## config.mk

```make
export PLATFORM = sky130hd
export DESIGN_NAME = c8vks_ctrl
export DESIGN_NICKNAME = d
export VERILOG_FILES = /design/src/sv/c8vks_pkg.sv /design/src/sv/c8vks_ctrl.sv
export SDC_FILE = /design/constraint.sdc
export NUM_CORES = 1
export LEC_CHECK = 0
export BUFFER_PORTS_ARGS = -buffer_cell sky130_fd_sc_hd__buf_2
export CORE_MARGIN = 4
export CORE_UTILIZATION = 48
export DETAILED_ROUTE_END_ITERATION = 8
export PLACE_DENSITY = 0.73
export SLEW_MARGIN = 20
export SYNTH_ARGS = -nofsm -noshare
export SYNTH_HDL_FRONTEND = slang
export SYNTH_SLANG_ARGS = --single-unit
```

## constraint.sdc

```tcl
create_clock -name clk -period 4.7 [get_ports clk]
set_input_delay 0.235 -clock clk [delete_from_list [all_inputs] [get_ports clk]]
set_output_delay 0.235 -clock clk [all_outputs]
set_load 0.01 [all_outputs]
```

## src/sv/c8vks_pkg.sv

```systemverilog
// Shared types, register indexes and helper functions for the ChaCha8 keystream core.
package c8vks_pkg;

	localparam int unsigned NUM_CFG   = 8;
	localparam int unsigned CFG_IDX_W = 3;
	localparam int unsigned NUM_WORDS = 16;

	typedef enum logic [CFG_IDX_W-1:0] {
		CFG_WORDS_0_1     = 3'd0,
		CFG_WORDS_2_3     = 3'd1,
		CFG_WORDS_4_5     = 3'd2,
		CFG_WORDS_6_7     = 3'd3,
		CFG_WORDS_8_9     = 3'd4,
		CFG_WORDS_10_11   = 3'd5,
		CFG_WORDS_14_15   = 3'd6,
		CFG_COUNTER_START = 3'd7
	} cfg_idx_t;

	// quarter-round step codes: each step is one add, xor and rotate per lane
	typedef enum logic [1:0] {
		PH_AB_VAR = 2'd0,
		PH_CD_12  = 2'd1,
		PH_AB_8   = 2'd2,
		PH_CD_7   = 2'd3
	} phase_t;

	typedef struct packed {
		logic       load;
		logic       step;
		logic       diag;
		phase_t     phase;
		logic       final_add;
		logic       emit;
		logic [3:0] emit_idx;
	} c8vks_cmd_t;

	typedef struct packed {
		logic out_full;
	} c8vks_sts_t;

	function automatic logic [31:0] rotl32(input logic [31:0] v, input logic [4:0] n);
		logic [63:0] t;
		t = {v, v} << n;
		return t[63:32];
	endfunction

	// data-dependent rotation: ((x mod 31) + 1), mod by Barrett, exact for 8-bit x
	function automatic logic [4:0] var_rot(input logic [7:0] x);
		logic [16:0] prod;
		logic [3:0]  q;
		logic [8:0]  qm;
		logic [7:0]  rem;
		prod = 17'(x) * 17'd265;
		q    = prod[16:13];
		qm   = 9'(q) * 9'd31;
		rem  = x - qm[7:0];
		return rem[4:0] + 5'd1;
	endfunction

endpackage

```

## src/sv/c8vks_ctrl.sv

```systemverilog
// Sequencer for load, round steps, feed-forward add and word emission.
module c8vks_ctrl
	import c8vks_pkg::*;
(
	input  logic       clk,
	input  logic       arst_n,
	input  logic       in_valid,
	output logic       in_ready,
	input  logic       out_ready,
	input  c8vks_sts_t sts,
	output c8vks_cmd_t cmd
);

	typedef enum logic [1:0] {
		ST_IDLE,
		ST_ROUND,
		ST_FINAL,
		ST_EMIT
	} state_t;

	state_t     state_q;
	phase_t     phase_q;
	logic [2:0] rnd_q;
	logic [3:0] idx_q;
	logic       emit_go;

	assign in_ready = (state_q == ST_IDLE);
	assign emit_go  = (state_q == ST_EMIT) && (!sts.out_full || out_ready);

	always_comb begin
		cmd           = '0;
		cmd.load      = (state_q == ST_IDLE) && in_valid;
		cmd.step      = (state_q == ST_ROUND);
		cmd.diag      = rnd_q[0];
		cmd.phase     = phase_q;
		cmd.final_add = (state_q == ST_FINAL);
		cmd.emit      = emit_go;
		cmd.emit_idx  = idx_q;
	end

	always_ff @(posedge clk or negedge arst_n) begin
		if (!arst_n) begin
			state_q <= ST_IDLE;
			phase_q <= PH_AB_VAR;
			rnd_q   <= '0;
			idx_q   <= '0;
		end else begin
			case (state_q)
				ST_IDLE: begin
					if (in_valid) begin
						state_q <= ST_ROUND;
						phase_q <= PH_AB_VAR;
						rnd_q   <= '0;
					end
				end
				ST_ROUND: begin
					phase_q <= phase_t'(phase_q + 2'd1);
					if (phase_q == PH_CD_7) begin
						rnd_q <= rnd_q + 3'd1;
						if (rnd_q == 3'd7) begin
							state_q <= ST_FINAL;
						end
					end
				end
				ST_FINAL: begin
					state_q <= ST_EMIT;
					idx_q   <= '0;
				end
				ST_EMIT: begin
					if (emit_go) begin
						idx_q <= idx_q + 4'd1;
						if (idx_q == 4'd15) begin
							state_q <= ST_IDLE;
						end
					end
				end
				default: begin
					state_q <= ST_IDLE;
				end
			endcase
		end
	end

endmodule

```

* After elaboration in Yosys (flattened, before gate mapping)
Cells that the tools add are included.
** Storage, ports and cells
- Output and inout bits :: 12
- Logic and storage cells :: 42
- Bits in registers :: 11
** Cells by class
- Reduce and logical (&&, ||, !) cells :: 11
- Mux-type cells :: 13
- Eq/ne operators :: 11
- Add/sub/neg operators :: 3
** Operators with widths (count)
- $mux W2 :: 6
- $pmux W2 S4 :: 1
- $pmux W4 S2 :: 1
- $eq A2 B2 Y1 const B :: 3
- $mux W3 :: 2
- $ne A2 B1 Y1 const B :: 3
- $pmux W3 S2 :: 1
- $reduce_and A5 Y1 :: 1
- $add A4 B1 Y4 const B :: 1
- $eq A4 B4 Y1 const B :: 1
- $mux W4 :: 1
- $ne A2 B2 Y1 const B :: 2
- $pmux W2 S2 :: 1
- $reduce_and A2 Y1 :: 2
- $reduce_bool A2 Y1 :: 2
- $add A3 B1 Y3 const B :: 1
- $eq A3 B3 Y1 const B :: 1
- $reduce_and A3 Y1 :: 1
- $add A2 B1 Y2 const B :: 1
- $eq A2 B1 Y1 const B :: 1
- $logic_and A1 B1 Y1 :: 2
- $logic_not A2 Y1 :: 1
- $logic_not A1 Y1 :: 1
- $logic_or A1 B1 Y1 :: 1

* Longest topological paths before layout
- Depth after elaboration :: 5
- Depth in mapped cells :: 6
- Depth with buffers taken out :: 6

* Least setup slack after synthesis
OpenSTA, ideal clock, no wires.
- Kind :: register to register
- From :: register state_q[0]
- To :: register state_q[1]
- Stages on the path, launching flop included :: 7
- Arrival :: 1.479 ns
- Library setup time :: 0.125 ns
- Period minus slack after synthesis :: 1.603 ns
- Buffers on the path :: 0
- Slack :: 3.097 ns
- Cells stage by stage :: dfrtp_1 inv_1 ha_1 nor2b_1 a21oi_1 o211ai_1 mux2_2
** RTL lines
- start: declaration :: RTL line c8vks_ctrl.sv:21 : state_t state_q;
- start signal: assignment :: RTL line c8vks_ctrl.sv:43 : state_q <= ST_IDLE;
- start signal: assignment :: RTL line c8vks_ctrl.sv:51 : state_q <= ST_ROUND;
- start signal: assignment :: RTL line c8vks_ctrl.sv:61 : state_q <= ST_FINAL;
- $logic_not A2 Y1 (*)
- net in_ready :: RTL line c8vks_ctrl.sv:8 : output logic in_ready,
- $ne A2 B2 Y1 (no source line)
- $reduce_and A5 Y1 (no source line)
Mark *: on every way through the listed nets, which the timed path passes. The rest lies on a longest branch.
A chain may end at the register's enable or synchronous reset.

* Worst setup path after layout
- From :: register state_q[0]
- To :: register state_q[1]
** Between the ends
- Cells in the longest elaborated chain, start to end :: 4
** Ends and longest elaborated chain
- $eq A2 B2 Y1 :: RTL line c8vks_ctrl.sv:28, c8vks_ctrl.sv:48
- $logic_and A1 B1 Y1 :: RTL line c8vks_ctrl.sv:28 : assign emit_go = (state_q == ST_EMIT) && (!sts.out_full || out_ready);
- $ne A2 B2 Y1 (no source line)
- $reduce_and A5 Y1 (no source line)
Several ways; a longest one is shown, not always the timed one.

==> results by group <==
Status
  • Status: completed

Route
  • Vias per cell: 5.181
  • DRT Pass-1 Iters: 2
  • 1st-iter DRT viols: 6
  • DRT antenna net count: 0
  • Drc violations: 0
  • WL per Instance: 11.89 µm
  • WL final: 1.248 mm
  • Vias: 544

Final layout
  • Post-layout util: 61.07%
  • Final antenna diode count: 0
  • Nets@finish: 106
  • Share of layout cells above drive strength 1: 26.67%
  • Filler cell count: 119
  • Area growth from synthesis to layout: 17.30%

Logic synthesis
  • Asr flop ratio synth: 100.0%
  • Synthesized area per cell: 9.781 µm²
  • Yosys reg bits: 11
  • Post-synth cell types: 22
  • Synth top area share: 39.64%
  • Seq/Total Area, Yosys: 39.64%
  • Yosys top cell by area: dfrtp_1
  • Most common cell in the netlist: dfrtp_1
  • Synth top area cells: dfrtp_1 40%, ha_1 18%, nand3_1 5.0%
  • Prevailing post-synth register cell: dfrtp_1
  • Commonest cells in the netlist: 11 x dfrtp_1, 10 x ha_1, 8 x nand2_1, 7 x nand3_1, 6 x o21ai_0
  • Number of synthesis warnings: 0
  • Post-Syn Area: 694.4 µm²
  • EDFF count, synth: 0
  • Synth Instances: 71
  • Mapped Nets: 86

Power and ir drop
  • Comb pwr share: 52.6%
  • Net load switching power: 0.1998 mW
  • Cell Pwr Density: 568.3 nW/µm²
  • Clock Power Share: 14.1%
  • Total leakage power: 0.4285 nW
  • Internal power: 0.2631 mW
  • Flop pwr share: 33.4%
  • Worst ir drop on vdd: 0.2829 mV
  • Switching Share: 43.17%

CTS
  • Worst-case clock buffer depth: 2
  • Clock latency on the worst-skew pair: 0.27 ns
  • # resized after CTS: 0
  • Clock transition at path regs: 0.07 ns
  • CTS H-tree lvls: 1
  • Post-CTS Hold Buffers: 1
  • Setup Fix Bufs, Post-CTS: 0
  • CTS tree: done
  • Clk sinks: 11
  • CTS root buf: clkbuf_4
  • Number of CTS-inserted buffers: 3

Die
  • Std cell rows: 13
  • Die width: 46.04 µm
  • Die Y: 46.04 µm
  • Die area: 2119 µm²
  • Initial core utilization: 52.06%
  • Core Box Area: 1334 µm²
  • Io pins: 17

Worst setup path
  • Worst Reg2Reg Path Length in Cells: 6
  • Crit start category: flip-flop
  • R2r setup slk: 3.05 ns
  • Critical path arrival: 1.81 ns
  • Worst setup EP type: flip-flop
  • Critical Path Start: state_q[0]$_DFFE_PN0P_
  • CP Capture Point: state_q[1]$_DFFE_PN0P_
  • Crit path max fanout: 5
  • R2R Path Start: state_q[0]$_DFFE_PN0P_
  • Req. time, crit path: 4.86 ns
  • Crit Path Class: flip-flop to flip-flop
  • Worst reg2reg path endpoint: state_q[1]$_DFFE_PN0P_

Global route
  • Largest net degree at the start of global routing: 12
  • Global route overflow: 0
  • Wire length of the first global-routing pass: 2.090 mm
  • Total global-route track usage: 14.37%
  • Number of global-route vias before repair: 497
  • Initial antenna violation count: 0

STA
  • Tmin final: 1.651 ns
  • Worst rel slew slack: 60.65%
  • Final Hold Violating Endpoints: 0
  • # setup viols final: 0
  • RSZ-0062 raised after global routing: no
  • Setup TNS: 0 ns
  • Slew @ Worst Pin: 0.5840 ns
  • Slew Viols, Final: 0
  • Post-route setup slack: 3.049 ns
  • Final worst path period share: 35.13%
  • Fmax achieved: 0.6057 GHz
  • Worst Clk Skew: 0.0008451 ns

Placed design
  • Dpl ws: 3.049 ns
  • GP Congestion: 0.7462
  • Post-DP HPWL: 962 µm
  • Port-buffer cells: 16

Run
  • Max Cap Violations: 0

Worst hold path
  • Tightest Hold Check Type: input pin to async pin
==> flip-flops by register name, indices dropped and copies added, names as in the netlist <==
| register | flops |
|---|---|
| idx_q | 4 |
| state_q | 2 |
| rnd_q | 3 |
| phase_q | 2 |
==> cells in the final DEF, fill, tap and decap left out, types with 3 or more instances in the layout <==
cell / count
o21ai_0: 6
clkbuf_4: 3
dfrtp_1: 11
buf_2: 16
a22o_1: 3
nand3_1: 7
nor2_1: 3
nand2_1: 8
inv_1: 5
nand2b_1: 3
ha_1: 10
==> worst min path at each step <==
stage | cells past startpoint | start | to
finish | 2 | arst_n | rnd_q[2]$_DFFE_PN0P_
global route | 2 | arst_n | rnd_q[2]$_DFFE_PN0P_
CTS | 2 | arst_n | rnd_q[2]$_DFFE_PN0P_
detailed placement | 1 | arst_n | rnd_q[2]$_DFFE_PN0P_
global placement | 1 | arst_n | rnd_q[2]$_DFFE_PN0P_
floorplan | 0 | arst_n | idx_q[0]$_DFFE_PN0P_
==> power groups by stage <==
stage	clock network (mW)	logic (mW)	registers [mW]
2_1_floorplan	0	0.173	0.160
3_3_place_gp	0	0.241	0.154
3_5_place_dp	0	0.247	0.157
4_1_cts	0.0691	0.248	0.155
5_1_grt	0.0741	0.280	0.160
6_report	0.0652	0.243	0.154
==> per-layer routing <==
layer | share of wire [%] | track usage [%] | vias up | routed length, µm
met5 | 0 | 0 | - | 0
met4 | 0.80 | 6.818 | 0 | 10
met3 | 5.5 | 7.115 | 2 | 69
met2 | 47 | 22.80 | 11 | 581
met1 | 47 | 15.82 | 244 | 586
li1 | - | - | 287 | -
==> area by class of cell <==
cell class	instances	area, µm²	share of cell area [%]
clock buffer	4	26.28	3.226
multi-input combinational	53	385.4	47.31
timing repair buffer	17	90.09	11.06
inverter	5	18.77	2.304
sequential	11	275.3	33.79
tap	15	18.77	2.304
==> logic make-up after synthesis <==
logic type                 after synthesis  share of synthesized area, %
adders and majority gates               10                         18.02
and+or+nand+nor                         26                         18.92
AOI/OAI and AO/OA                       13                         12.61
DFF                                     11                         39.64
buffers and inverters                    7                         4.865
xor gates and xnor gates                 1                         1.261
muxes                                    3                         4.685
==> critical path: stages (launching register included) <==
cell	delay (ns)
dfrtp_1	0.42
inv_1	0.13
ha_1	0.22
nor2b_1	0.18
a21oi_1	0.07
o211ai_1	0.16
mux2_2	0.37
==> through the flow <==
step                      std cells  area [µm²]  hold WS [ns]  total power [mW]
after floorplan                  71       694.4      -0.06059            0.3326
after global placement          100       778.2        0.1179            0.3957
after detailed placement        100       778.2        0.1219            0.4039
after CTS                       105       814.5        0.3549            0.4722
after global routing            105       814.5        0.3542            0.5140
final                           105       814.5        0.3528            0.4629
No activity file was read; power rests on OpenSTA's default activity.
